## config.mk

```make
export PLATFORM = sky130hd
export DESIGN_NAME = ncs_ctrl
export DESIGN_NICKNAME = d
export VERILOG_FILES = /design/src/sv/ncs_pkg.sv /design/src/sv/ncs_ctrl.sv
export SDC_FILE = /design/constraint.sdc
export NUM_CORES = 1
export LEC_CHECK = 0
export ABC_AREA = 1
export BUFFER_PORTS_ARGS = -buffer_cell sky130_fd_sc_hd__buf_2
export CAP_MARGIN = 10
export CELL_PAD_IN_SITES_DETAIL_PLACEMENT = 0
export CELL_PAD_IN_SITES_GLOBAL_PLACEMENT = 2
export CORE_AREA = 2 2 39 41
export CTS_CLUSTER_DIAMETER = 120
export DETAILED_ROUTE_END_ITERATION = 16
export DIE_AREA = 0 0 41 43
export PLACE_DENSITY = 0.74
export SETUP_SLACK_MARGIN = 0.15
export SYNTH_ARGS = -nofsm -noshare
export SYNTH_HDL_FRONTEND = slang
export SYNTH_SLANG_ARGS = --single-unit
```

## constraint.sdc

```tcl
create_clock -name clk -period 2.5 [get_ports clk]
set_input_delay 0.5 -clock clk [delete_from_list [all_inputs] [get_ports clk]]
set_output_delay 0.5 -clock clk [all_outputs]
set_load 0.02 [all_outputs]
```

## src/sv/ncs_pkg.sv

```systemverilog
// ncs_pkg: shared constants and types for the nearest center search block.
// Used by the channel interfaces, the controller, the datapath and the top level.
// No dependencies.
package ncs_pkg;

  localparam int MAX_ENTRIES = 256;
  localparam int COORD_BITS  = 16;
  localparam int IDX_W       = $clog2(MAX_ENTRIES);
  localparam int CNT_W       = IDX_W + 1;
  localparam int DIFF_W      = COORD_BITS + 1;
  localparam int SQ_W        = 2 * COORD_BITS + 1;
  localparam int DIST_W      = 34;

  typedef logic signed [COORD_BITS-1:0] coord_t;
  typedef logic [IDX_W-1:0]             idx_t;
  typedef logic [CNT_W-1:0]             cnt_t;
  typedef logic [DIST_W-1:0]            dist_t;

  // Function codes of the input channel
  typedef enum logic {
    FUNC_LOAD  = 1'b0,
    FUNC_QUERY = 1'b1
  } func_t;

  // One stored center
  typedef struct packed {
    coord_t z;
    coord_t y;
    coord_t x;
  } center_t;

  // Input payload as seen by the datapath
  typedef struct packed {
    idx_t   entry_index;
    coord_t coord_x;
    coord_t coord_y;
    coord_t coord_z;
  } in_pl_t;

  // Controller -> datapath
  typedef struct packed {
    logic load_we;      // write the center table
    logic query_start;  // latch query point, clear search
    logic scan_en;      // issue one table read
    logic out_load;     // move best match to the output register
  } ncs_cmd_t;

  // Datapath -> controller
  typedef struct packed {
    logic scan_last;    // the read being issued is the final entry
    logic pipe_busy;    // distance pipeline still holds entries
    logic out_free;     // output register can take a new result
  } ncs_status_t;

endpackage

```

## src/sv/ncs_ctrl.sv

```systemverilog
// ncs_ctrl: sequencing state machine for loads and nearest-center queries.
// Depends on ncs_pkg; drives ncs_dp through ncs_cmd_t.
module ncs_ctrl (
  input  logic                 clk,
  input  logic                 rst_n,
  input  logic                 in_valid,
  input  logic                 in_func,
  input  ncs_pkg::ncs_status_t status,
  output logic                 in_ready,
  output ncs_pkg::ncs_cmd_t    cmd
);

  typedef enum logic [1:0] {
    S_IDLE,
    S_SCAN,
    S_DRAIN,
    S_EMIT
  } state_t;

  state_t state_r, state_nxt;
  logic   accept;

  assign in_ready = (state_r == S_IDLE);
  assign accept   = in_valid && in_ready;

  always_comb begin
    state_nxt       = state_r;
    cmd.load_we     = 1'b0;
    cmd.query_start = 1'b0;
    cmd.scan_en     = 1'b0;
    cmd.out_load    = 1'b0;
    unique case (state_r)
      S_IDLE: begin
        if (accept) begin
          if (in_func == ncs_pkg::FUNC_QUERY) begin
            cmd.query_start = 1'b1;
            state_nxt       = S_SCAN;
          end else begin
            cmd.load_we = 1'b1;
          end
        end
      end
      S_SCAN: begin
        cmd.scan_en = 1'b1;
        if (status.scan_last) begin
          state_nxt = S_DRAIN;
        end
      end
      S_DRAIN: begin
        if (!status.pipe_busy) begin
          state_nxt = S_EMIT;
        end
      end
      S_EMIT: begin
        if (status.out_free) begin
          cmd.out_load = 1'b1;
          state_nxt    = S_IDLE;
        end
      end
      default: state_nxt = S_IDLE;
    endcase
  end

  always_ff @(posedge clk) begin
    if (!rst_n) begin
      state_r <= S_IDLE;
    end else begin
      state_r <= state_nxt;
    end
  end

  // A query never begins a scan while the previous one is still in flight
  a_start_quiet: assert property (@(posedge clk) disable iff (!rst_n)
    cmd.query_start |-> !status.pipe_busy)
    else $error("query started with busy pipeline");

  // Last read of a scan is followed by the drain, never by more reads
  a_scan_stops: assert property (@(posedge clk) disable iff (!rst_n)
    cmd.scan_en && status.scan_last |=> !cmd.scan_en && state_r == S_DRAIN)
    else $error("scan continued past last entry");

  // Results only leave once the pipeline has emptied
  a_emit_drained: assert property (@(posedge clk) disable iff (!rst_n)
    cmd.out_load |-> !status.pipe_busy)
    else $error("result emitted with busy pipeline");

endmodule

```

==> impl_metrics.json <==
{
  "outcome": "finished clean",
  "yosysTopAreaCellShare": 0.2525,
  "cell_at_the_slowest_stage_of_the_critical_path": "sky130_fd_sc_hd__dfxtp_1",
  "number_of_buffers_on_the_longest_clock_path": 2,
  "timing.hold.worst.class": "input pin to flip-flop",
  "syn_inst": 38,
  "critical_path.max_fanout": 4,
  "drt_pass1_iterations": 1,
  "worst_ep_required_time_ns": 2.00,
  "grt_start_max_net_pins": 5,
  "layout.cells.non_filler": 68,
  "clkTransAtPathRegs_ns": 0.03,
  "place.port_buffers": 11,
  "vdd_ir_drop_max_mv": 0.2711,
  "fp.coreArea_sq_um": 1384,
  "tns_ns": 0,
  "drv.max_cap_violation_count": 0,
  "io_pins": 12,
  "cts_tree": "done",
  "worst-path-buf-inv": 3,
  "via_count_of_the_first_global_routing_pass": 212,
  "synth_nets": 50,
  "ys_warn_count": 0,
  "critPathMaxStageDelay_ns": 0.33,
  "vias_post_dr": 241,
  "syn_to_final_growth_pct": 39.39,
  "antennaDiodeCount": 0,
  "grt_first_pass_wirelength_um": 683,
  "final-hold-violation-count": 0,
  "cp.arrival_ns": 1.22,
  "largest_register_ffs": 2,
  "die_area_sq_um": 1763,
  "total_congestion_overflow": 0,
  "antenna_found_initial": 0,
  "total_leakage_power_uw": 0.0002302,
  "max_freq_ghz": 0.5829,
  "cts_h_tree_depth": 1,
  "clkLatencyLatePin_ns": 0.22,
  "vias_per_cell": 3.544,
  "numPlacedInstances": 65,
  "p_per_area_nw_per_um2": 943.5,
  "finalWeightedCongestion": 0.6125,
  "dp.final_hpwl_um": 400.1,
  "post_synth_main_area_contributors": "sky130_fd_sc_hd__ha_1 (25%), sky130_fd_sc_hd__inv_1 (17%), sky130_fd_sc_hd__dfxtp_1 (16%)",
  "remaining_drc_errors": 0,
  "path_common_cell": "sky130_fd_sc_hd__inv_1",
  "synth_cell_types": 11,
  "synth-seq-area-share": 0.1616,
  "period_share": 0.6862,
  "timing.critical_path.cells": "inv_1 -> ha_1 -> inv_1 -> nor3_1 -> buf_2",
  "worst_slew_margin_rel": 0.9037,
  "cpLargestDelayFamily": "buffers and inverters",
  "post_drt_wl_per_cell_um": 6.794,
  "tightestPinTransition_ns": 0.1433,
  "finalSetupViolations": 0,
  "worstSetupEndpointType": "primary output",
  "syn-cell-area_sq_um": 247.7,
  "dp_worst_setup_slack_ns": 0.9986,
  "num-fill-cells": 159,
  "total_routing_usage_reported_by_global_routing": 0.05606,
  "post_cts_resize_count": 0,
  "timing.final.max_slew_violations": 0,
  "most_frequent_cells_in_the_layout": "sky130_fd_sc_hd__inv_1 (11), sky130_fd_sc_hd__buf_2 (11), sky130_fd_sc_hd__nor2_1 (6)",
  "crit_path_start_kind": "flip-flop",
  "setup_repair_after_global_routing_missed_its_margin": "false",
  "hold_slack_ns": 0.5159,
  "criticalPathCategory": "flip-flop to primary output",
  "initialDrtViolationCount": 0,
  "drt-total-wl_um": 462,
  "post_cts_setup_buffers": 0,
  "fin_nets": 66,
  "postLayoutSetupSlackWorst_ns": 0.7844,
  "cts_buffers": 3,
  "drive_above_1_share": 0.3846,
  "clkSinkCount": 2,
  "fin_util": 0.2495,
  "final_period_minus_worst_setup_slack_ns": 1.716,
  "biggestRegsByFlops": "state_r (2)",
  "clock_skew_ns": 0.001354,
  "floorplan.initialDensity": 0.1790,
  "post_synth.cell_area_avg_sq_um": 6.519,
  "synth_seq_cells": 2,
  "row_count": 14,
  "registers.top_by_ff_count": "state_r",
  "chipHeight_um": 43,
  "hold_buffers": 0,
  "die-width_um": 41,
  "route.antenna.remaining_nets": 0,
  "cts_root_buffer": "sky130_fd_sc_hd__clkbuf_4",
  "yosys_top_cell_by_area": "sky130_fd_sc_hd__ha_1"
}
-- area by class of cell --
type | instances | area [sq um] | area share
Clock buffer | 3 | 22.52 | 0.06522
Sequential cell | 2 | 40.04 | 0.1159
Inverter | 11 | 41.29 | 0.1196
Timing Repair Buffer | 11 | 55.05 | 0.1594
Multi-Input combinational cell | 25 | 166.4 | 0.4819
Tap cell | 16 | 20.02 | 0.05797
-- metal layers --
metal,up-vias,global-route usage,share of wire
met2,9,0.07813,0.41
met3,0,0.01571,0.11
met4,0,0.04000,0
met1,93,0.07006,0.47
met5,-,0,0
li1,139,-,-
-- metrics by stage --
stage | cell area [sq um] | total power, uW
2_1_floorplan | 247.7 | 213.7
3_3_place_gp | 322.8 | 260.8
3_5_place_dp | 322.8 | 259.3
4_1_cts | 345.3 | 335.0
5_1_grt | 345.3 | 361.3
6_report | 345.3 | 325.8
-- cells in the mapped netlist (all sizes together) --
library cell,count
a21boi,1
dfxtp,2
ha,5
inv,11
nand2,7
nand3,3
nor2,7
nor3,2
-- power by group --
| group | internal (uW) | leakage (uW) | total [uW] | switching, uW |
|---|---|---|---|---|
| clock | 52.9 | 0.0000138 | 70.6 | 17.7 |
| sequential | 44.7 | 0.0000166 | 56.9 | 12.2 |
| combinational | 78.7 | 0.000200 | 198 | 120 |
-- worst min-delay path, delay by kind of cell --
family                 cells  cell delay, ns
and+or+nand+nor            2            0.09
buffers and inverters      1            0.10
-- path summary, 6_finish.rpt --
path | depth (start not counted) | endpoint | slack [ns] | startpoint
setup / recovery | 5 | cmd[2] | 0.78 | state_r[1]$_SDFFE_PN0P_
hold / removal | 3 | state_r[0]$_SDFFE_PN0P_ | 0.52 | rst_n
setup reg to reg | 8 | state_r[0]$_SDFFE_PN0P_ | 1.28 | state_r[1]$_SDFFE_PN0P_
hold reg to reg | 2 | state_r[0]$_SDFFE_PN0P_ | 0.52 | state_r[0]$_SDFFE_PN0P_
-- cell families (layout without fill, tap and decap cells) --
logic type | count (synthesis) | in the layout | synth area share
buffers and inverters | 11 | 25 | 0.1667
adder cells (fa/ha/maj) | 5 | 5 | 0.2525
AO/OA/AOI/OAI | 1 | 1 | 0.04545
flip-flops | 2 | 2 | 0.1616
AND/OR/NAND/NOR | 19 | 19 | 0.3737
Power figures use the tool's default switching activity.
